--- src/rtl/core/hsfl_pkg.sv ---
// Shared types, codes and reset values for the health supervisor.
package hsfl_pkg;

	localparam int SENSOR_SLOTS_DEF = 8;

	// Field widths
	localparam int IDX_W   = 3;
	localparam int CO2_W   = 16;
	localparam int REQ_W   = 4;
	localparam int DELAY_W = 8;
	localparam int PING_W  = 9;
	localparam int SENS_W  = 17;
	localparam int CODE_W  = 3;
	localparam int COLOR_W = 3;
	localparam int LINK_W  = 3;

	// Configuration port
	localparam int CFG_IDX_W  = 3;
	localparam int CFG_DATA_W = 17;

	localparam logic [CFG_IDX_W-1:0] REG_REQUIRED = 3'd0;
	localparam logic [CFG_IDX_W-1:0] REG_DELAY    = 3'd1;
	localparam logic [CFG_IDX_W-1:0] REG_PING     = 3'd2;
	localparam logic [CFG_IDX_W-1:0] REG_SENSOR   = 3'd3;
	localparam logic [CFG_IDX_W-1:0] REG_CO2_LOW  = 3'd4;
	localparam logic [CFG_IDX_W-1:0] REG_CO2_HIGH = 3'd5;

	localparam logic [REQ_W-1:0]   REQUIRED_RST = 4'd1;
	localparam logic [DELAY_W-1:0] DELAY_RST    = 8'd120;
	localparam logic [PING_W-1:0]  PING_RST     = 9'd300;
	localparam logic [SENS_W-1:0]  SENSOR_RST   = 17'd86400;
	localparam logic [CO2_W-1:0]   CO2_LOW_RST  = 16'd300;
	localparam logic [CO2_W-1:0]   CO2_HIGH_RST = 16'd20000;

	localparam logic [PING_W-1:0] PING_CNT_MAX = '1;
	localparam logic [SENS_W-1:0] SENS_CNT_MAX = '1;

	// Item modes
	localparam logic MODE_REPORT = 1'b0;
	localparam logic MODE_TICK   = 1'b1;

	// LED colours
	localparam logic [COLOR_W-1:0] COL_OFF    = 3'd0;
	localparam logic [COLOR_W-1:0] COL_RED    = 3'd1;
	localparam logic [COLOR_W-1:0] COL_YELLOW = 3'd2;
	localparam logic [COLOR_W-1:0] COL_GREEN  = 3'd3;
	localparam logic [COLOR_W-1:0] COL_BLUE   = 3'd4;

	// Error codes
	localparam logic [CODE_W-1:0] ERR_NONE     = 3'd0;
	localparam logic [CODE_W-1:0] ERR_SUPPLY   = 3'd1;
	localparam logic [CODE_W-1:0] ERR_EXHAUST  = 3'd2;
	localparam logic [CODE_W-1:0] ERR_INDOOR   = 3'd3;
	localparam logic [CODE_W-1:0] ERR_OUTDOOR  = 3'd4;
	localparam logic [CODE_W-1:0] ERR_SENSORS  = 3'd5;

	// Link states
	localparam logic [LINK_W-1:0] LS_CONNECTING = 3'd1;
	localparam logic [LINK_W-1:0] LS_WPS        = 3'd2;
	localparam logic [LINK_W-1:0] LS_CONNECTED  = 3'd3;
	localparam logic [LINK_W-1:0] LS_READY      = 3'd4;
	localparam logic [LINK_W-1:0] LS_IP         = 3'd5;

	typedef struct packed {
		logic [REQ_W-1:0]   required_sensors;
		logic [DELAY_W-1:0] motor_fault_delay;
		logic [PING_W-1:0]  ping_timeout;
		logic [SENS_W-1:0]  sensor_timeout;
		logic [CO2_W-1:0]   co2_low;
		logic [CO2_W-1:0]   co2_high;
	} hsfl_cfg_t;

	typedef struct packed {
		logic              ping_seen;
		logic              fw_updating;
		logic [LINK_W-1:0] link_state;
		logic [1:0]        fan_faults;
		logic              clear_pressed;
		logic [1:0]        temp_faults;
		logic              exhaust_turning;
		logic              ventilation_off;
	} hsfl_tick_t;

	typedef struct packed {
		logic ok_short;
		logic none_ok;
		logic co2_bad;
	} hsfl_scan_t;

	typedef struct packed {
		logic [CODE_W-1:0]  error_code;
		logic [COLOR_W-1:0] link_color;
		logic               link_flash;
		logic [COLOR_W-1:0] fault_color;
		logic               fault_flash;
		logic               restart_link;
		logic               reboot_request;
	} hsfl_result_t;

endpackage

--- src/rtl/core/hsfl_ifs.sv ---
// Handshake channels of the health supervisor: items, results, register writes.
interface hsfl_item_if;
	import hsfl_pkg::*;
	logic              valid;
	logic              ready;
	logic              mode;
	logic [IDX_W-1:0]  sensor_index;
	logic              sensor_ok;
	logic [CO2_W-1:0]  co2_value;
	logic              ping_seen;
	logic              fw_updating;
	logic [LINK_W-1:0] link_state;
	logic [1:0]        fan_faults;
	logic              clear_pressed;
	logic [1:0]        temp_faults;
	logic              exhaust_turning;
	logic              ventilation_off;

	modport source (output valid, mode, sensor_index, sensor_ok, co2_value, ping_seen,
		fw_updating, link_state, fan_faults, clear_pressed, temp_faults, exhaust_turning,
		ventilation_off, input ready);
	modport sink (input valid, mode, sensor_index, sensor_ok, co2_value, ping_seen,
		fw_updating, link_state, fan_faults, clear_pressed, temp_faults, exhaust_turning,
		ventilation_off, output ready);
endinterface

interface hsfl_result_if;
	import hsfl_pkg::*;
	logic               valid;
	logic               ready;
	logic [CODE_W-1:0]  error_code;
	logic [COLOR_W-1:0] link_color;
	logic               link_flash;
	logic [COLOR_W-1:0] fault_color;
	logic               fault_flash;
	logic               restart_link;
	logic               reboot_request;

	modport source (output valid, error_code, link_color, link_flash, fault_color,
		fault_flash, restart_link, reboot_request, input ready);
	modport sink (input valid, error_code, link_color, link_flash, fault_color,
		fault_flash, restart_link, reboot_request, output ready);
endinterface

interface hsfl_cfg_if;
	import hsfl_pkg::*;
	logic                  valid;
	logic                  ready;
	logic [CFG_IDX_W-1:0]  index;
	logic [CFG_DATA_W-1:0] data;

	modport source (output valid, index, data, input ready);
	modport sink (input valid, index, data, output ready);
endinterface

--- src/rtl/core/health_supervisor_fault_latch.sv ---
// A sensor report word is written to the slot table in its accept cycle and gives no result;
// the next word may follow in the cycle after. A tick word walks all SENSOR_SLOTS slots of the
// table RAM, one read a cycle, and no next word is taken until the scan is done and the output
// register is free; the result then sits in that output register and a new word is accepted
// while it waits. Slots come up reading as zero through per-slot valid bits, so there is no
// clearing pass after reset. Register writes are always accepted.
module health_supervisor_fault_latch #(
	parameter int SENSOR_SLOTS = hsfl_pkg::SENSOR_SLOTS_DEF
) (
	input logic           clk,
	input logic           arst_n,
	hsfl_item_if.sink     item,
	hsfl_result_if.source result,
	hsfl_cfg_if.sink      cfg
);
	import hsfl_pkg::*;

	localparam logic [1:0] ST_IDLE = 2'd0;
	localparam logic [1:0] ST_SCAN = 2'd1;
	localparam logic [1:0] ST_HOLD = 2'd2;

	logic [1:0]   state_q;
	hsfl_cfg_t    cfg_q;
	hsfl_tick_t   tick_q;
	hsfl_scan_t   summary;
	hsfl_result_t tick_res;
	hsfl_result_t res_q;
	logic         out_vld_q;
	logic         accept;
	logic         rpt_wr;
	logic         tick_go;
	logic         scan_done;
	logic         out_free;
	logic         commit;

	assign item.ready = (state_q == ST_IDLE);
	assign accept     = item.valid && item.ready;
	assign rpt_wr     = accept && (item.mode == MODE_REPORT);
	assign tick_go    = accept && (item.mode == MODE_TICK);
	assign out_free   = !out_vld_q || result.ready;
	assign commit     = (((state_q == ST_SCAN) && scan_done) || (state_q == ST_HOLD)) && out_free;

	// Registers
	assign cfg.ready = 1'b1;

	always_ff @(posedge clk or negedge arst_n) begin
		if (!arst_n) begin
			cfg_q.required_sensors  <= REQUIRED_RST;
			cfg_q.motor_fault_delay <= DELAY_RST;
			cfg_q.ping_timeout      <= PING_RST;
			cfg_q.sensor_timeout    <= SENSOR_RST;
			cfg_q.co2_low           <= CO2_LOW_RST;
			cfg_q.co2_high          <= CO2_HIGH_RST;
		end else if (cfg.valid) begin
			unique case (cfg.index)
				REG_REQUIRED: cfg_q.required_sensors  <= cfg.data[REQ_W-1:0];
				REG_DELAY:    cfg_q.motor_fault_delay <= cfg.data[DELAY_W-1:0];
				REG_PING:     cfg_q.ping_timeout      <= cfg.data[PING_W-1:0];
				REG_SENSOR:   cfg_q.sensor_timeout    <= cfg.data[SENS_W-1:0];
				REG_CO2_LOW:  cfg_q.co2_low           <= cfg.data[CO2_W-1:0];
				REG_CO2_HIGH: cfg_q.co2_high          <= cfg.data[CO2_W-1:0];
				default: ;
			endcase
		end
	end

	// Control
	always_ff @(posedge clk or negedge arst_n) begin
		if (!arst_n) begin
			state_q <= ST_IDLE;
		end else begin
			unique case (state_q)
				ST_IDLE: if (tick_go) state_q <= ST_SCAN;
				ST_SCAN: begin
					if (scan_done) begin
						state_q <= out_free ? ST_IDLE : ST_HOLD;
					end
				end
				ST_HOLD: if (out_free) state_q <= ST_IDLE;
				default: state_q <= ST_IDLE;
			endcase
		end
	end

	always_ff @(posedge clk) begin
		if (tick_go) begin
			tick_q.ping_seen       <= item.ping_seen;
			tick_q.fw_updating     <= item.fw_updating;
			tick_q.link_state      <= item.link_state;
			tick_q.fan_faults      <= item.fan_faults;
			tick_q.clear_pressed   <= item.clear_pressed;
			tick_q.temp_faults     <= item.temp_faults;
			tick_q.exhaust_turning <= item.exhaust_turning;
			tick_q.ventilation_off <= item.ventilation_off;
		end
	end

	hsfl_table #(
		.SENSOR_SLOTS (SENSOR_SLOTS)
	) u_table (
		.clk      (clk),
		.arst_n   (arst_n),
		.wr_en    (rpt_wr),
		.wr_index (item.sensor_index),
		.wr_ok    (item.sensor_ok),
		.wr_co2   (item.co2_value),
		.start    (tick_go),
		.cfg      (cfg_q),
		.done     (scan_done),
		.summary  (summary)
	);

	hsfl_tick u_tick (
		.clk    (clk),
		.arst_n (arst_n),
		.commit (commit),
		.tick   (tick_q),
		.cfg    (cfg_q),
		.scan   (summary),
		.res    (tick_res)
	);

	// Output register
	always_ff @(posedge clk or negedge arst_n) begin
		if (!arst_n) begin
			out_vld_q <= 1'b0;
		end else if (commit) begin
			out_vld_q <= 1'b1;
		end else if (result.ready) begin
			out_vld_q <= 1'b0;
		end
	end

	always_ff @(posedge clk) begin
		if (commit) begin
			res_q <= tick_res;
		end
	end

	assign result.valid          = out_vld_q;
	assign result.error_code     = res_q.error_code;
	assign result.link_color     = res_q.link_color;
	assign result.link_flash     = res_q.link_flash;
	assign result.fault_color    = res_q.fault_color;
	assign result.fault_flash    = res_q.fault_flash;
	assign result.restart_link   = res_q.restart_link;
	assign result.reboot_request = res_q.reboot_request;

`ifndef NO_ASSERTIONS
	a_done_in_scan: assert property (@(posedge clk) disable iff (!arst_n)
		scan_done |-> (state_q == ST_SCAN))
		else $error("table scan finished outside a tick");
	a_result_from_commit: assert property (@(posedge clk) disable iff (!arst_n)
		$rose(out_vld_q) |-> $past(commit))
		else $error("result word appeared without a tick");
	a_no_overwrite: assert property (@(posedge clk) disable iff (!arst_n)
		commit |-> (!out_vld_q || result.ready))
		else $error("result word overwritten before it was taken");
`endif

endmodule

--- src/rtl/core/hsfl_ram.sv ---
// Generic single-write, single-read RAM with registered read data.
module hsfl_ram #(
	parameter int WIDTH = 8,
	parameter int DEPTH = 8,
	localparam int AW = (DEPTH > 1) ? $clog2(DEPTH) : 1
) (
	input  logic             clk,
	input  logic             we,
	input  logic [AW-1:0]    waddr,
	input  logic [WIDTH-1:0] wdata,
	input  logic             re,
	input  logic [AW-1:0]    raddr,
	output logic [WIDTH-1:0] rdata
);

	logic [WIDTH-1:0] mem [DEPTH];

	always_ff @(posedge clk) begin
		if (we) begin
			mem[waddr] <= wdata;
		end
		if (re) begin
			rdata <= mem[raddr];
		end
	end

endmodule

--- src/rtl/core/hsfl_table.sv ---
// Sensor slot table: RAM with per-slot valid bits and a slot-by-slot scan engine.
module hsfl_table #(
	parameter int SENSOR_SLOTS = hsfl_pkg::SENSOR_SLOTS_DEF
) (
	input  logic                          clk,
	input  logic                          arst_n,
	input  logic                          wr_en,
	input  logic [hsfl_pkg::IDX_W-1:0]    wr_index,
	input  logic                          wr_ok,
	input  logic [hsfl_pkg::CO2_W-1:0]    wr_co2,
	input  logic                          start,
	input  hsfl_pkg::hsfl_cfg_t           cfg,
	output logic                          done,
	output hsfl_pkg::hsfl_scan_t          summary
);
	import hsfl_pkg::*;

	localparam int SLOT_AW = (SENSOR_SLOTS > 1) ? $clog2(SENSOR_SLOTS) : 1;
	localparam int CNT_W   = $clog2(SENSOR_SLOTS + 1);
	localparam int XW      = 5;
	localparam int ENT_W   = CO2_W + 1;

	logic [XW-1:0]           wr_idx_x;
	logic                    wr_go;
	logic [SLOT_AW-1:0]      waddr;
	logic [SENSOR_SLOTS-1:0] vld_q;

	logic                    busy_q;
	logic [SLOT_AW-1:0]      rd_addr_q;
	logic                    rd_last;
	logic                    rd_vld_s1;
	logic                    rd_last_s1;
	logic [SLOT_AW-1:0]      rd_idx_s1;
	logic                    ent_vld_s1;
	logic [ENT_W-1:0]        rdata;

	logic                    ent_ok;
	logic [CO2_W-1:0]        ent_co2;
	logic                    chk_slot;
	logic [CNT_W-1:0]        ok_cnt_q;
	logic                    co2_bad_q;
	logic                    done_q;

	// Slots past the table size are dropped.
	assign wr_idx_x = XW'(wr_index);
	assign wr_go    = wr_en && (wr_idx_x < XW'(SENSOR_SLOTS));
	assign waddr    = wr_idx_x[SLOT_AW-1:0];
	assign rd_last  = (rd_addr_q == SLOT_AW'(SENSOR_SLOTS - 1));

	hsfl_ram #(
		.WIDTH (ENT_W),
		.DEPTH (SENSOR_SLOTS)
	) u_ram (
		.clk   (clk),
		.we    (wr_go),
		.waddr (waddr),
		.wdata ({wr_ok, wr_co2}),
		.re    (busy_q),
		.raddr (rd_addr_q),
		.rdata (rdata)
	);

	always_ff @(posedge clk or negedge arst_n) begin
		if (!arst_n) begin
			vld_q <= '0;
		end else if (wr_go) begin
			vld_q[waddr] <= 1'b1;
		end
	end

	// Read issue
	always_ff @(posedge clk or negedge arst_n) begin
		if (!arst_n) begin
			busy_q     <= 1'b0;
			rd_addr_q  <= '0;
			rd_vld_s1  <= 1'b0;
			rd_last_s1 <= 1'b0;
			rd_idx_s1  <= '0;
			ent_vld_s1 <= 1'b0;
		end else begin
			rd_vld_s1  <= busy_q;
			rd_last_s1 <= busy_q && rd_last;
			rd_idx_s1  <= rd_addr_q;
			ent_vld_s1 <= vld_q[rd_addr_q];
			if (start) begin
				busy_q    <= 1'b1;
				rd_addr_q <= '0;
			end else if (busy_q) begin
				if (rd_last) begin
					busy_q <= 1'b0;
				end else begin
					rd_addr_q <= rd_addr_q + 1'b1;
				end
			end
		end
	end

	// A never-written slot reads as zero.
	assign ent_ok   = ent_vld_s1 && rdata[ENT_W-1];
	assign ent_co2  = ent_vld_s1 ? rdata[CO2_W-1:0] : '0;
	assign chk_slot = (rd_idx_s1 != '0) && (XW'(rd_idx_s1) < XW'(cfg.required_sensors));

	always_ff @(posedge clk or negedge arst_n) begin
		if (!arst_n) begin
			ok_cnt_q  <= '0;
			co2_bad_q <= 1'b0;
			done_q    <= 1'b0;
		end else begin
			done_q <= rd_vld_s1 && rd_last_s1;
			if (start) begin
				ok_cnt_q  <= '0;
				co2_bad_q <= 1'b0;
			end else if (rd_vld_s1) begin
				ok_cnt_q <= ok_cnt_q + CNT_W'(ent_ok);
				if (chk_slot && ((ent_co2 < cfg.co2_low) || (ent_co2 > cfg.co2_high))) begin
					co2_bad_q <= 1'b1;
				end
			end
		end
	end

	assign done             = done_q;
	assign summary.ok_short = XW'(ok_cnt_q) < XW'(cfg.required_sensors);
	assign summary.none_ok  = (ok_cnt_q == '0);
	assign summary.co2_bad  = co2_bad_q;

`ifndef NO_ASSERTIONS
	a_done_after_last: assert property (@(posedge clk) disable iff (!arst_n)
		done_q |-> $past(rd_vld_s1 && rd_last_s1))
		else $error("scan done without its last slot");
	a_no_write_in_scan: assert property (@(posedge clk) disable iff (!arst_n)
		busy_q |-> !wr_en)
		else $error("table written during a scan");
	a_start_when_quiet: assert property (@(posedge clk) disable iff (!arst_n)
		start |-> !busy_q && !rd_vld_s1)
		else $error("scan restarted while running");
`endif

endmodule

--- src/rtl/core/hsfl_tick.sv ---
// Per-tick supervisor state: watchdogs, fan fault latch and LED logic.
module hsfl_tick (
	input  logic                   clk,
	input  logic                   arst_n,
	input  logic                   commit,
	input  hsfl_pkg::hsfl_tick_t   tick,
	input  hsfl_pkg::hsfl_cfg_t    cfg,
	input  hsfl_pkg::hsfl_scan_t   scan,
	output hsfl_pkg::hsfl_result_t res
);
	import hsfl_pkg::*;

	logic [PING_W-1:0]  ping_cnt_q,  ping_inc, ping_nxt;
	logic [SENS_W-1:0]  sens_cnt_q,  sens_nxt;
	logic               no_sens_q,   no_sens_nxt;
	logic [DELAY_W-1:0] timer_q,     timer_nxt;
	logic [1:0]         latched_q,   latched_nxt;
	logic               ack_q,       ack_nxt;
	logic [COLOR_W-1:0] lcol_q,      lcol_nxt;
	logic               lflash_q,    lflash_nxt;
	logic               fflash_q,    fflash_nxt;
	logic               restart;
	logic               reboot;
	logic [CODE_W-1:0]  fan_err;
	logic [CODE_W-1:0]  err;
	logic [COLOR_W-1:0] fcol;

	always_comb begin
		// ping watchdog
		if (tick.ping_seen) begin
			ping_inc = '0;
		end else if (ping_cnt_q != PING_CNT_MAX) begin
			ping_inc = ping_cnt_q + 1'b1;
		end else begin
			ping_inc = ping_cnt_q;
		end
		restart  = (ping_inc > cfg.ping_timeout);
		ping_nxt = restart ? '0 : ping_inc;

		// no-sensor watchdog, on the flag left by earlier ticks
		if (!no_sens_q) begin
			sens_nxt = '0;
		end else if (sens_cnt_q != SENS_CNT_MAX) begin
			sens_nxt = sens_cnt_q + 1'b1;
		end else begin
			sens_nxt = sens_cnt_q;
		end
		reboot = (sens_nxt > cfg.sensor_timeout);

		// link LED
		lcol_nxt   = lcol_q;
		lflash_nxt = lflash_q;
		if (tick.fw_updating) begin
			lcol_nxt = COL_YELLOW;
		end else begin
			case (tick.link_state) inside
				LS_CONNECTING: lcol_nxt = COL_RED;
				LS_WPS: begin
					lcol_nxt   = COL_BLUE;
					lflash_nxt = 1'b1;
				end
				LS_CONNECTED: lcol_nxt = COL_YELLOW;
				LS_READY, LS_IP: begin
					lcol_nxt   = COL_GREEN;
					lflash_nxt = 1'b0;
				end
				default: ;
			endcase
		end

		// fan fault latch; supply fan wins
		if (tick.fan_faults[1]) begin
			fan_err = ERR_SUPPLY;
		end else if (tick.fan_faults[0]) begin
			fan_err = ERR_EXHAUST;
		end else begin
			fan_err = ERR_NONE;
		end
		timer_nxt   = timer_q;
		latched_nxt = latched_q;
		ack_nxt     = ack_q;
		err         = fan_err;
		if (fan_err == ERR_NONE) begin
			timer_nxt = cfg.motor_fault_delay;
			ack_nxt   = 1'b0;
		end else if (timer_q == '0) begin
			latched_nxt = fan_err[1:0];
		end else begin
			timer_nxt = timer_q - 1'b1;
		end
		if (latched_nxt != '0) begin
			if (ack_nxt) begin
				err = ERR_NONE;
			end else begin
				err = CODE_W'(latched_nxt);
				if (tick.clear_pressed) begin
					latched_nxt = '0;
					timer_nxt   = cfg.motor_fault_delay;
					ack_nxt     = 1'b1;
				end
			end
		end

		if (tick.temp_faults[0]) begin
			err = ERR_INDOOR;
		end
		if (tick.temp_faults[1]) begin
			err = ERR_OUTDOOR;
		end

		// sensor checks only when connect ready
		no_sens_nxt = no_sens_q;
		if (tick.link_state == LS_READY) begin
			if (scan.ok_short) begin
				err         = ERR_SENSORS;
				no_sens_nxt = scan.none_ok;
			end
			if (scan.co2_bad) begin
				err = ERR_SENSORS;
			end
		end

		// fault LED
		fflash_nxt = fflash_q;
		if (err == ERR_NONE) begin
			if (tick.ventilation_off) begin
				fcol       = COL_YELLOW;
				fflash_nxt = 1'b1;
			end else begin
				fcol       = tick.exhaust_turning ? COL_GREEN : COL_OFF;
				fflash_nxt = 1'b0;
			end
		end else begin
			fcol = COL_RED;
		end
	end

	always_ff @(posedge clk or negedge arst_n) begin
		if (!arst_n) begin
			ping_cnt_q <= '0;
			sens_cnt_q <= '0;
			no_sens_q  <= 1'b0;
			timer_q    <= DELAY_RST;
			latched_q  <= '0;
			ack_q      <= 1'b0;
			lcol_q     <= COL_OFF;
			lflash_q   <= 1'b0;
			fflash_q   <= 1'b0;
		end else if (commit) begin
			ping_cnt_q <= ping_nxt;
			sens_cnt_q <= sens_nxt;
			no_sens_q  <= no_sens_nxt;
			timer_q    <= timer_nxt;
			latched_q  <= latched_nxt;
			ack_q      <= ack_nxt;
			lcol_q     <= lcol_nxt;
			lflash_q   <= lflash_nxt;
			fflash_q   <= fflash_nxt;
		end
	end

	assign res.error_code     = err;
	assign res.link_color     = lcol_nxt;
	assign res.link_flash     = lflash_nxt;
	assign res.fault_color    = fcol;
	assign res.fault_flash    = fflash_nxt;
	assign res.restart_link   = restart;
	assign res.reboot_request = reboot;

`ifndef NO_ASSERTIONS
	a_ping_cleared: assert property (@(posedge clk) disable iff (!arst_n)
		(commit && restart) |=> (ping_cnt_q == '0))
		else $error("ping counter not cleared after link restart");
	a_ack_clears_latch: assert property (@(posedge clk) disable iff (!arst_n)
		(commit && !ack_q && ack_nxt) |=> (latched_q == '0))
		else $error("fault acknowledged but still latched");
	a_fault_red: assert property (@(posedge clk) disable iff (!arst_n)
		(err != ERR_NONE) |-> (fcol == COL_RED))
		else $error("fault LED not red with an active error");
`endif

endmodule

--- src/flat_wrapper.sv ---
// flat-port wrapper written by rule: the top's interface ports become plain ports
module health_supervisor_fault_latch_flat import hsfl_pkg::*;
#(
	parameter int SENSOR_SLOTS = hsfl_pkg::SENSOR_SLOTS_DEF
)
  (clk, arst_n, item_valid, item_mode, item_sensor_index, item_sensor_ok, item_co2_value, item_ping_seen, item_fw_updating, item_link_state, item_fan_faults, item_clear_pressed, item_temp_faults, item_exhaust_turning, item_ventilation_off, item_ready, result_valid, result_error_code, result_link_color, result_link_flash, result_fault_color, result_fault_flash, result_restart_link, result_reboot_request, result_ready, cfg_valid, cfg_index, cfg_data, cfg_ready);
  hsfl_item_if item_i ();
  hsfl_result_if result_i ();
  hsfl_cfg_if cfg_i ();
  input logic clk;
  input logic arst_n;
  input wire logic [$bits(item_i.valid)-1:0] item_valid;
  input wire logic [$bits(item_i.mode)-1:0] item_mode;
  input wire logic [$bits(item_i.sensor_index)-1:0] item_sensor_index;
  input wire logic [$bits(item_i.sensor_ok)-1:0] item_sensor_ok;
  input wire logic [$bits(item_i.co2_value)-1:0] item_co2_value;
  input wire logic [$bits(item_i.ping_seen)-1:0] item_ping_seen;
  input wire logic [$bits(item_i.fw_updating)-1:0] item_fw_updating;
  input wire logic [$bits(item_i.link_state)-1:0] item_link_state;
  input wire logic [$bits(item_i.fan_faults)-1:0] item_fan_faults;
  input wire logic [$bits(item_i.clear_pressed)-1:0] item_clear_pressed;
  input wire logic [$bits(item_i.temp_faults)-1:0] item_temp_faults;
  input wire logic [$bits(item_i.exhaust_turning)-1:0] item_exhaust_turning;
  input wire logic [$bits(item_i.ventilation_off)-1:0] item_ventilation_off;
  output wire logic [$bits(item_i.ready)-1:0] item_ready;
  output wire logic [$bits(result_i.valid)-1:0] result_valid;
  output wire logic [$bits(result_i.error_code)-1:0] result_error_code;
  output wire logic [$bits(result_i.link_color)-1:0] result_link_color;
  output wire logic [$bits(result_i.link_flash)-1:0] result_link_flash;
  output wire logic [$bits(result_i.fault_color)-1:0] result_fault_color;
  output wire logic [$bits(result_i.fault_flash)-1:0] result_fault_flash;
  output wire logic [$bits(result_i.restart_link)-1:0] result_restart_link;
  output wire logic [$bits(result_i.reboot_request)-1:0] result_reboot_request;
  input wire logic [$bits(result_i.ready)-1:0] result_ready;
  input wire logic [$bits(cfg_i.valid)-1:0] cfg_valid;
  input wire logic [$bits(cfg_i.index)-1:0] cfg_index;
  input wire logic [$bits(cfg_i.data)-1:0] cfg_data;
  output wire logic [$bits(cfg_i.ready)-1:0] cfg_ready;
  assign item_i.valid = item_valid;
  assign item_i.mode = item_mode;
  assign item_i.sensor_index = item_sensor_index;
  assign item_i.sensor_ok = item_sensor_ok;
  assign item_i.co2_value = item_co2_value;
  assign item_i.ping_seen = item_ping_seen;
  assign item_i.fw_updating = item_fw_updating;
  assign item_i.link_state = item_link_state;
  assign item_i.fan_faults = item_fan_faults;
  assign item_i.clear_pressed = item_clear_pressed;
  assign item_i.temp_faults = item_temp_faults;
  assign item_i.exhaust_turning = item_exhaust_turning;
  assign item_i.ventilation_off = item_ventilation_off;
  assign item_ready = item_i.ready;
  assign result_valid = result_i.valid;
  assign result_error_code = result_i.error_code;
  assign result_link_color = result_i.link_color;
  assign result_link_flash = result_i.link_flash;
  assign result_fault_color = result_i.fault_color;
  assign result_fault_flash = result_i.fault_flash;
  assign result_restart_link = result_i.restart_link;
  assign result_reboot_request = result_i.reboot_request;
  assign result_i.ready = result_ready;
  assign cfg_i.valid = cfg_valid;
  assign cfg_i.index = cfg_index;
  assign cfg_i.data = cfg_data;
  assign cfg_ready = cfg_i.ready;
  health_supervisor_fault_latch #(.SENSOR_SLOTS(SENSOR_SLOTS)) u_core (.clk(clk), .arst_n(arst_n), .item(item_i), .result(result_i), .cfg(cfg_i));
endmodule
--- config.mk ---
export PLATFORM = sky130hd
export DESIGN_NAME = health_supervisor_fault_latch_flat
export DESIGN_NICKNAME = d
export VERILOG_FILES = /design/src/rtl/core/hsfl_pkg.sv /design/src/rtl/core/hsfl_ifs.sv /design/src/rtl/core/health_supervisor_fault_latch.sv /design/src/rtl/core/hsfl_ram.sv /design/src/rtl/core/hsfl_table.sv /design/src/rtl/core/hsfl_tick.sv /design/src/flat_wrapper.sv
export SDC_FILE = /design/constraint.sdc
export NUM_CORES = 1
export LEC_CHECK = 0
export ABC_AREA = 1
export BUFFER_PORTS_ARGS = -buffer_cell sky130_fd_sc_hd__buf_2
export CORE_MARGIN = 2
export CORE_UTILIZATION = 60
export DETAILED_ROUTE_END_ITERATION = 10
export PLACE_DENSITY_LB_ADDON = 0.1
export REMOVE_ABC_BUFFERS = 1
export SYNTH_ARGS = -nofsm -noshare
export SYNTH_HDL_FRONTEND = slang
export SYNTH_SLANG_ARGS = --single-unit
--- constraint.sdc ---
create_clock -name clk -period 3.4 [get_ports clk]
set_clock_uncertainty 0.05 [all_clocks]
set_input_delay 0.34 -clock clk [delete_from_list [all_inputs] [get_ports clk]]
set_output_delay 0.34 -clock clk [all_outputs]
set_load 0.01 [all_outputs]
# ---- Word level (Yosys, flattened, before mapping)
# Memories as Yosys holds them, arrays and structs flattened. A register that Yosys moved wholly into a read port is not among the register bits.
# Cells that the tools add are included.
dict set report totals {
  ff_bits 165
  ramBits 136
  input_bits 58
  memories 1
}
dict set report classes {
  addsub 5
  order_cmp 10
  eq_ne 19
  muxes 67
  n_bitwise 3
  n_reduce_logical 40
}
# memory words word_bits rd rd_ports_with_merged_regs write_ports line
set mem_list {}
lappend mem_list {u_core.u_table.u_ram.mem 8 17 1 1 1 hsfl_ram.sv:16} ;# logic [WIDTH-1:0] mem [DEPTH];
# op count
set ops {}
lappend ops {{2-to-1 mux 3 bit} 14}
lappend ops {{2-to-1 mux 8 bit} 5}
lappend ops {{2-to-1 mux 17 bit} 2}
lappend ops {{2-to-1 mux 2 bit} 14}
lappend ops {{2-to-1 mux 9 bit} 3}
lappend ops {{2-to-1 mux 1 bit} 23}
lappend ops {{adder 17 x 1 -> 17 bit (second input constant)} 1}
lappend ops {{> comparator 17 bit} 1}
lappend ops {{!= test 17 bit (second input constant)} 1}
lappend ops {{> comparator 16 bit} 1}
lappend ops {{< comparator 16 bit} 1}
lappend ops {{2-to-1 mux 16 bit} 1}
lappend ops {{AND reduction 2 bit} 8}
lappend ops {{equality test 3 bit (second input constant)} 5}
lappend ops {{equality test 3 x 2 -> 1 bit (second input constant)} 4}
lappend ops {{logical AND 1 bit} 12}
lappend ops {{< comparator 3 x 4 -> 1 bit (second input constant)} 3}
lappend ops {{nonzero test 2 bit} 5}
lappend ops {{adder 9 x 1 -> 9 bit (second input constant)} 1}
lappend ops {{> comparator 9 bit} 1}
lappend ops {{zero test 3 bit} 3}
lappend ops {{!= test 9 bit (second input constant)} 1}
lappend ops {{zero test 8 bit} 1}
lappend ops {{2-to-1 mux 4 bit} 2}
lappend ops {{other kinds (23)} 31}

# ---- Depth between registers and ports, before layout
# Gate-level depths: netlist of run 1.
dict set report depth {
  word_depth 14
  ltp_mapped 20
}

# ---- Hierarchy
# From an unflattened synthesis of run 1, not the netlist that was laid out.
dict set report hier_totals {
  cells_unflattened 1785
  hier_area_um2 15949.0
}
# module n_inst cells_per_inst area_per_inst_um2
set modules_own_cells {}
lappend modules_own_cells {hsfl_ram 1 623 6502.5}
lappend modules_own_cells {hsfl_tick 1 533 3701.0}
lappend modules_own_cells {health_supervisor_fault_latch 1 339 3669.8}
lappend modules_own_cells {hsfl_table 1 290 2075.7}

# ---- Worst setup path before layout of run 1
# OpenSTA, ideal clock, no wires.
dict set report synth_path {
  path_type {reg2reg}
  startpoint {register u_core.u_tick.sens_cnt_q[0]}
  endpoint {register u_core.res_q (netlist bit u_core.result.reboot_request), data pin}
  arrival_ps 2259
  t_required_ps 3095
  slack_ps 836
  path_stages_with_launch 19
  period_less_slack_ps 2564
  cell_sequence {dfrtp_1 > ha_1 > nand2_1 > inv_2 > nand3_2 > nor2_4 > nand4_4 > nand2_2 > o21ai_0 > nand2_1 > nor2_2 > ha_1 > a21o_1 > o21ai_0 > o211ai_1 > nand2_1 > o211ai_1 > o21ai_0 > inv_1}
}
# element line
set synth_lines {}
lappend synth_lines {{start: declaration} hsfl_tick.sv:14} ;# logic [SENS_W-1:0] sens_cnt_q, sens_nxt;
lappend synth_lines {{start signal: assignment} hsfl_tick.sv:151} ;# sens_cnt_q <= sens_nxt;
lappend synth_lines {{end signal: assignment} health_supervisor_fault_latch.sv:136} ;# res_q <= tick_res;
lappend synth_lines {{end: declaration} health_supervisor_fault_latch.sv:27} ;# hsfl_result_t res_q;

==> results.md, run 1 <==
- Status: complete, no violations
- Top cell type's share of synthesized area: 35.5%
- Overall routing resource usage: 23.7%
- CTS buffer count: 34
- Post-route minimum period: 2.96 ns
- Vias in the first global route: 10,400
- Top post-synthesis cells by count: 266 x nand2_1, 196 x nor2_1, 187 x inv_1
- Yosys top cell by area: edfxtp_1
- Top-count cell post-synth: nand2_1
- Starting density of the core: 61.4%
- Layout net count: 1,750
- Avg WL per Cell: 15.2 um
- Top_reg_cell synth: edfxtp_1
- Max Cap Viol: 0
- Multi-input logic area: 5150 um^2
- Via density: 5.37
- CORE AREA: 24,400 um^2
- Final Max Tran Viols: 0
- Hold Fails Final Rpt: 0
- Worst vdd ir: 508 uV
- Setup-failing EPs final: 0
- Cell Chain, Critical Path: ha_1 -> and3_1 -> nand2_1 -> nor2_1 -> nand2_1 -> clkinv_1 -> nand2_1 -> a21oi_1 -> ha_1 -> a21oi_1 -> nor2_1 -> o21ai_0 -> o211ai_1 -> nand2_1 -> o211ai_1 -> o21ai_0 -> inv_1
- Hold endpoint: u_core.cfg_q[48]
- Worst path max stage delay: 0.43 ns
- H-tree depth: 2
- PwrDens: 753 nW/um^2
- Buf/Inv on CP: 2
- Die width: 162 um
- Critical path required time: 3.62 ns
- Worst-Margin Slew: 1.03 ns
- Leak: 0.00750 uW
- Arr. time, crit path: 3.18 ns
- RD Place Congestion: 0.848
- Later-pin clock latency in the skew report: 0.52 ns
- EDFF count, synth: 177
- RSZ-0062 raised after global routing: false
- Cell family with most CP delay: simple AND/OR/NAND/NOR gates
- DR pass1 iterations: 5
- Cell variety after synth: 51
- GRT overflow: 0
- Largest net degree at the start of global routing: 90
- Vias after detailed routing: 10,600
- FFs w/ async S/R, synth: 44.2%
- First-pass GRT wire length: 49,900 um
- Final Util: 69.3%
- TNS Setup: 0 ns
- Number of remaining DRC errors: 0
- Top cells by area, synth: edfxtp_1 36%, dfrtp_1 19%, nand2_1 6.7%
- CP max FO: 11
- DR iter-0 viols: 764
- Xor/xnor share of the synthesized area: 0.878%
- Register bit total from synthesis: 317
- Fill count: 1,860
- CTS tree: built
- Rows: 57
- Worst Hold Launch: cfg_data[16]
- Adder-Cell Fraction of Synth Area: 5.85%
- Hold Crit Class: input port to flop
- Reg2reg end: u_core.result.reboot_request
- I/O pins: 74
- Clock Path Buffers: 3
- Synth warnings: 0
- Slew margin rel.: 30.8%
- Die Span Y: 162 um
- I/O Buffers: 71
- Clock root buffer: clkbuf_16
- # clock sinks: 317
- Mux contribution to synthesized area: 0%
- HPWL Detailed: 19,400 um
- Setup crit start kind: flop
- Netlist Area Pre-Place: 15,000 um^2
- Synth Area in Compound Gates: 11.4%
- Cells after Synth: 1,536
- FF/Latch Area: 8850 um^2
- Largest family of logic cells by synthesized area: simple AND/OR/NAND/NOR gates
- Worst Hold Depth: 3
- Sequential area share after synthesis: 59.1%
- Slowest CP cell: dfrtp_1
- Die Area: 26,200 um^2
- Setup bufs post-CTS: 0
- R2r worst-path depth: 17
- Share of cells above drive strength 1: 13.5%
- Critical path endpoint category: flop
- Most used cell, CP: nand2_1
- WS Path Type: flop to flop
- Area growth from synthesis to layout: 12.9%
- Post-Synth Simple-Gate Area: 16.1%
- Worst r2r src: u_core.u_tick.sens_cnt_q[0]
- R2r setup slk: 0.44 ns
- Clock Pin Slew Worst Setup and Hold Paths: 0.06 ns
- Post-route antenna net violation count: 0
- Initial antenna violation count: 0
- Synthesized area per cell: 9.75 um^2
- Max Freq: 338 MHz
- Fin crit share: 87.0%
- Drt total wl: 29,900 um
-- logic make-up (layout without fill, tap and decap cells) --
family,count (synthesis),after routing
simple gates,565,565
flops,317,317
compound gates,314,314
buf+inv,253,365
fa+ha+maj,70,70
xor+xnor,15,15
other cells,2,3
-- state kept, by name (all words and copies together), names as in the netlist, 2 cells and up --
| register | count |
|---|---|
| u_core.u_table.rd_addr_q | 3 |
| u_core.u_tick.ping_cnt_q | 9 |
| u_core.u_tick.lcol_q | 3 |
| u_core.result.error_code | 3 |
| u_core.state_q | 2 |
| u_core.u_tick.timer_q | 8 |
| u_core.tick_q | 12 |
| u_core.result.fault_color | 2 |
| u_core.u_table.ok_cnt_q | 4 |
| u_core.u_table.u_ram.mem | 136 |
| u_core.result.link_color | 3 |
| u_core.u_table.rd_idx_s1 | 3 |
| u_core.u_tick.latched_q | 2 |
| u_core.u_table.vld_q | 8 |
| u_core.u_table.u_ram.rdata | 17 |
| u_core.cfg_q | 70 |
| u_core.u_tick.sens_cnt_q | 17 |
-- report_power, final --
part	switching [uW]	leakage, uW	internal (uW)	total (uW)
Combinational	2440	0.00367	1400	3840
Sequential	458	0.00329	4840	5300
Clock	1490	0.000536	2100	3590
-- area by class of cell --
type                    count  area share [%]
clock buffers              44            5.50
inverters                 201            4.46
clock inverters            18           0.992
flip-flops and latches    317            52.4
repair buffers            102            3.78
diodes                      1          0.0148
multi-input cells         966            30.5
well taps                 324            2.40
-- worst max-delay path by stage --
stage	cells after the start	to	slack, ns	from
after floorplan	8	u_core.u_tick.ack_q	-0.49	u_core.state_q[1]
after global placement	17	u_core.result.reboot_request	0.56	u_core.u_tick.sens_cnt_q[0]
after detailed placement	17	u_core.result.reboot_request	0.47	u_core.u_tick.sens_cnt_q[0]
after CTS	17	u_core.result.reboot_request	0.46	u_core.u_tick.sens_cnt_q[0]
after global routing	17	u_core.result.reboot_request	0.14	u_core.u_tick.sens_cnt_q[0]
final	17	u_core.result.reboot_request	0.44	u_core.u_tick.sens_cnt_q[0]
-- layer usage --
layer | GRT usage [%] | part of all wire, % | vias up
li1 | - | - | 5300
met1 | 30.4 | 43 | 4999
met2 | 41.5 | 50 | 228
met3 | 3.35 | 4.5 | 63
met4 | 8.21 | 3.0 | 0
met5 | 0 | 0 | -
-- worst min-delay path: cells and delay by family --
kind	cells	cell delay, ns
buffers and inverters	1	0.09
AO/OA/AOI/OAI	1	0.05
AND/OR/NAND/NOR	1	0.09
-- timing repair --
action                    in CTS  in global routing
resized for setup              0                  0
hold buffers                  13                  0
hold endpoints to repair      83                  0
-- cells in the final DEF, fill, tap and decap left out, drive strengths merged, types with 3 or more instances in the layout --
cell,count
or2,7
buf,89
edfxtp,177
nand2,277
nand4,12
dlygate4sd3,13
a31oi,26
o21ai,198
o211ai,4
xor2,12
nor2,204
o22ai,18
clkinv,17
nor3,10
dfstp,27
inv,198
a21oi,56
xnor2,3
clkbuf,44
a22oi,6
dfrtp,113
ha,70
nand3,49
-- per-stage QoR --
| step | area [um^2] | worst slack, ns | hold slack [ns] | cells | total power [uW] |
|---|---|---|---|---|---|
| finish | 16900 | 0.443 | 0.00931 | 1973 | 12700 |
| global route | 16900 | 0.140 | 0.0168 | 1972 | 13700 |
| CTS | 16900 | 0.455 | 0.00100 | 1972 | 12800 |
| detailed placement | 15700 | 0.474 | 0.371 | 1897 | 9180 |
| global placement | 15700 | 0.563 | 0.363 | 1897 | 9030 |
| floorplan | 14700 | -0.490 | -0.00559 | 1484 | 8040 |
Power figures use the tool's default switching activity.
==> run 2: changes to the inputs <==
--- a/config.mk
+++ b/config.mk
@@ -7,11 +7,14 @@
 export LEC_CHECK = 0
 export ABC_AREA = 1
 export BUFFER_PORTS_ARGS = -buffer_cell sky130_fd_sc_hd__buf_2
+export CELL_PAD_IN_SITES_DETAIL_PLACEMENT = 1
+export CELL_PAD_IN_SITES_GLOBAL_PLACEMENT = 1
 export CORE_MARGIN = 2
-export CORE_UTILIZATION = 60
+export CORE_UTILIZATION = 48
 export DETAILED_ROUTE_END_ITERATION = 10
 export PLACE_DENSITY_LB_ADDON = 0.1
 export REMOVE_ABC_BUFFERS = 1
 export SYNTH_ARGS = -nofsm -noshare
 export SYNTH_HDL_FRONTEND = slang
+export SYNTH_HIERARCHICAL = 1
 export SYNTH_SLANG_ARGS = --single-unit
==> run 2 against run 1 <==
Synthesized cell count up 16%. Setup slack worse by 0.16 ns. Combinational power rose by 18%. Count of clock-buffer cells in the layout increased by 11. Total power up 7.6%. Flip-flop and latch count up 1. Wire length grew 31%. Utilization is 14 points lower. Global-route usage shrank 0.18 points. First-iteration DRC count fell by 31%.
==> results.md, run 2 <==
- Netlist Area Pre-Place: 15,900 um^2 (was 15,000 um^2)
- Top post-synthesis cells by count: 528 x nand2_1, 330 x inv_1, 178 x edfxtp_1 (was 266 x nand2_1, 196 x nor2_1, 187 x inv_1)
- Arr. time, crit path: 3.51 ns (was 3.18 ns)
- Worst-Margin Slew: 1.06 ns (was 1.03 ns)
- DR iter-0 viols: 528 (was 764)
- FFs w/ async S/R, synth: 44.0% (was 44.2%)
- Cell variety after synth: 48 (was 51)
- Die Area: 34,700 um^2 (was 26,200 um^2)
- Top cells by area, synth: edfxtp_1 34%, dfrtp_1 18%, nand2_1 12% (was edfxtp_1 36%, dfrtp_1 19%, nand2_1 6.7%)
- Avg WL per Cell: 16.8 um (was 15.2 um)
- RSZ-0062 raised after global routing: false (unchanged)
- Yosys top cell by area: edfxtp_1 (unchanged)
- Rows: 66 (was 57)
- Setup-failing EPs final: 0 (unchanged)
- Clock Path Buffers: 3 (unchanged)
- Largest net degree at the start of global routing: 76 (was 90)
- EDFF count, synth: 178 (was 177)
- Xor/xnor share of the synthesized area: 0.659% (was 0.878%)
- Cell family with most CP delay: simple AND/OR/NAND/NOR gates (unchanged)
- Share of cells above drive strength 1: 11.9% (was 13.5%)
- Max Freq: 321 MHz (was 338 MHz)
- Max Cap Viol: 0 (unchanged)
- Number of remaining DRC errors: 0 (unchanged)
- Post-Synth Simple-Gate Area: 21.7% (was 16.1%)
- Hold Crit Class: input port to flop (unchanged)
- Fill count: 3,832 (was 1,860)
- Synth warnings: 6 (was 0)
- Adder-Cell Fraction of Synth Area: 5.33% (was 5.85%)
- First-pass GRT wire length: 64,200 um (was 49,900 um)
- Post-route antenna net violation count: 0 (unchanged)
- Initial antenna violation count: 2 (was 0)
- Via density: 5.06 (was 5.37)
- Critical path required time: 3.79 ns (was 3.62 ns)
- Most used cell, CP: nand2_1 (unchanged)
- Switching Share: 36.7% (was 34.5%)
- Met3 Routed Length: 1400 um (was 1350 um)
- Post-Place Worst Slack: 0.189 ns (was 0.474 ns)
- GRT overflow: 0 (unchanged)
- TNS Setup: 0 ns (unchanged)
- Slowest CP cell: dfrtp_1 (unchanged)
- Clock root buffer: clkbuf_16 (unchanged)
- PwrDens: 760 nW/um^2 (was 753 nW/um^2)
- Later-pin clock latency in the skew report: 0.53 ns (was 0.52 ns)
- Largest regs: u_core/u_table/u_ram/mem: 136 flops, u_core/cfg_q: 70 flops (was u_core.u_table.u_ram.mem: 136 flops, u_core.cfg_q: 70 flops)
- DR pass1 iterations: 5 (unchanged)
- Die Span Y: 186 um (was 162 um)
- Slew margin rel.: 29.5% (was 30.8%)
- Max FFs per register: 136 (unchanged)
- Cell Chain, Critical Path: ha_1 -> nand2_1 -> nor3_4 -> nand4_4 -> nand2_1 -> o21ai_0 -> nand3_1 -> inv_1 -> ha_1 -> nand2_1 -> inv_1 -> nand2_1 -> or3_1 -> nand2_1 -> nand2_1 -> o21ai_0 (was ha_1 -> and3_1 -> nand2_1 -> nor2_1 -> nand2_1 -> clkinv_1 -> nand2_1 -> a21oi_1 -> ha_1 -> a21oi_1 -> nor2_1 -> o21ai_0 -> o211ai_1 -> nand2_1 -> o211ai_1 -> o21ai_0 -> inv_1)
- HPWL Detailed: 26,100 um (was 19,400 um)
- R2r setup slk: 0.28 ns (was 0.44 ns)
- Top-count cell post-synth: nand2_1 (unchanged)
- Worst vdd ir: 581 uV (was 508 uV)
- Uppermost layer routed: met5 (was met4)
- Area growth from synthesis to layout: 12.9% (about the same)
- CORE AREA: 32,600 um^2 (was 24,400 um^2)
- Top_reg_cell synth: edfxtp_1 (unchanged)
- Top cell type's share of synthesized area: 33.5% (was 35.5%)
- P_int: 8670 uW (was 8340 uW)
- Cells after Synth: 1,785 (was 1,536)
- CTS buffer count: 36 (was 34)
- Clock Pin Slew Worst Setup and Hold Paths: 0.06 ns (about the same)
- Hold Fails Final Rpt: 0 (unchanged)
- Overall power: 13,700 uW (was 12,700 uW)
- Status: complete, no violations (unchanged)
- Most common cell after layout, fill and taps aside: nand2_1 (unchanged)
- Commonest cells after routing, fill and taps aside: 528 x nand2_1, 330 x inv_1, 178 x edfxtp_1 (was 266 x nand2_1, 195 x nor2_1, 187 x inv_1)
- Critical path endpoint category: flop (unchanged)
- Mux contribution to synthesized area: 0% (unchanged)
- Sequential area share after synthesis: 55.7% (was 59.1%)
- Synth Area in Compound Gates: 6.35% (was 11.4%)
- Metal-1 WL: 16,700 um (was 12,800 um)
- Layout net count: 2,000 (was 1,750)
- RD Place Congestion: 0.811 (was 0.848)
- Leak: 0.00889 uW (was 0.00750 uW)
- Register bit total from synthesis: 318 (was 317)
- Sequential power share: 39.4% (was 41.6%)
- H-tree depth: 2 (unchanged)
- Buf/Inv on CP: 2 (unchanged)
- Overall routing resource usage: 23.5% (was 23.7%)
- WS Path Type: flop to flop (unchanged)
- Post-route minimum period: 3.12 ns (was 2.96 ns)
- I/O pins: 74 (unchanged)
- # clock sinks: 318 (was 317)
- Starting density of the core: 48.9% (was 61.4%)
- Synthesized area per cell: 8.94 um^2 (was 9.75 um^2)
- Clk network pwr share: 27.4% (was 28.2%)
- Vias after detailed routing: 11,900 (was 10,600)
- Final setup margin: 0.280 ns (was 0.443 ns)
- Biggest register: u_core/u_table/u_ram/mem (was u_core.u_table.u_ram.mem)
- Comb pwr share: 33.2% (was 30.2%)
- Final Max Tran Viols: 0 (unchanged)
- Switching power: 5010 uW (was 4380 uW)
- CP max FO: 9 (was 11)
- CTS tree: built (unchanged)
- I/O Buffers: 72 (was 71)
- Drt total wl: 39,300 um (was 29,900 um)
- Worst path max stage delay: 0.41 ns (was 0.43 ns)
- Die width: 186 um (was 162 um)
- Largest family of logic cells by synthesized area: simple AND/OR/NAND/NOR gates (unchanged)
- Fin crit share: 91.8% (was 87.0%)
- Setup crit start kind: flop (unchanged)
- Metal2 WL: 20,200 um (was 14,900 um)
- Vias in the first global route: 12,900 (was 10,400)
[run 2: cell types whose count changed in the layout (fill, tap and decap cells not counted), moves of 19 or more]
cell     change
inv_1      +143
nor2_1     -131
o21ai_1     +19
nand2_1    +262
o21ai_0    -118
nand3_1     +84
[run 2: layout make-up]
cell class	count	area, um^2	area share (%)
Timing Repair Buffer	107	667	3.70
Tap cell	442	553	3.07
Multi-Input combinational cell	1069	5460	30.3
Sequential cell	318	8880	49.3
Clock buffer	55	1090	6.07
Inverter	342	1290	7.16
Clock inverter	10	52.6	0.292
Antenna cell	1	2.50	0.0139
[run 2: kinds of logic after synthesis]
kind of cell,after synthesis
flops,318
buf+inv,398
other cells,2
simple gates,799
fa+ha+maj,68
compound gates,188
xor+xnor,12
[run 2: timing repair]
item / 4_1_cts / 5_1_grt
gates resized for setup: 0 / 3
setup buffers: 0 / 0
hold endpoints to repair: 59 / 0
endpoints found under the setup margin: 0 / 8
hold buffers: 15 / 0
[run 2: metal layers]
layer	vias up	global-route usage, %
li1	5865	-
met1	5727	28.0
met2	187	43.7
met3	69	3.37
met4	2	7.43
met5	-	0
[run 2: final timing paths]
kind,start,to,depth (start not counted)
max in group asynchronous,arst_n,u_core/u_tick/timer_q[3],3
max reg2reg,u_core/u_tick/ping_cnt_q[0],u_core/u_tick/ping_cnt_q[7],16
min,cfg_data[14],u_core/cfg_q[46],3
min in group asynchronous,arst_n,u_core/u_tick/sens_cnt_q[16],2
max,u_core/u_tick/ping_cnt_q[0],u_core/u_tick/ping_cnt_q[7],16
min reg2reg,u_core/u_table/rd_last_s1,u_core/u_table/done,2
[run 2: tightest hold or removal path, delay by kind of cell]
family	cells	cell delay [ns]
simple gates	2	0.14
buf+inv	1	0.11
[run 2: power by group through the flow]
stage / logic (uW) / registers, uW / clock network (uW)
floorplan: 3040 / 5450 / 0
global placement: 4280 / 5420 / 0
detailed placement: 4510 / 5450 / 0
CTS: 4590 / 5390 / 3820
global route: 5250 / 5470 / 3960
finish: 4540 / 5390 / 3750
[run 2: per-stage QoR]
stage          hold WS [ns]  cell area (um^2)  instances  utilization [%]
4_1_cts            0.000126             18000       2343             55.1
3_5_place_dp          0.315             16700       2263             51.2
2_1_floorplan      -0.00559             15600       1729                -
6_report             0.0154             18000       2344             55.2
5_1_grt              0.0164             18000       2343             55.2
3_3_place_gp          0.317             16700       2263             51.2
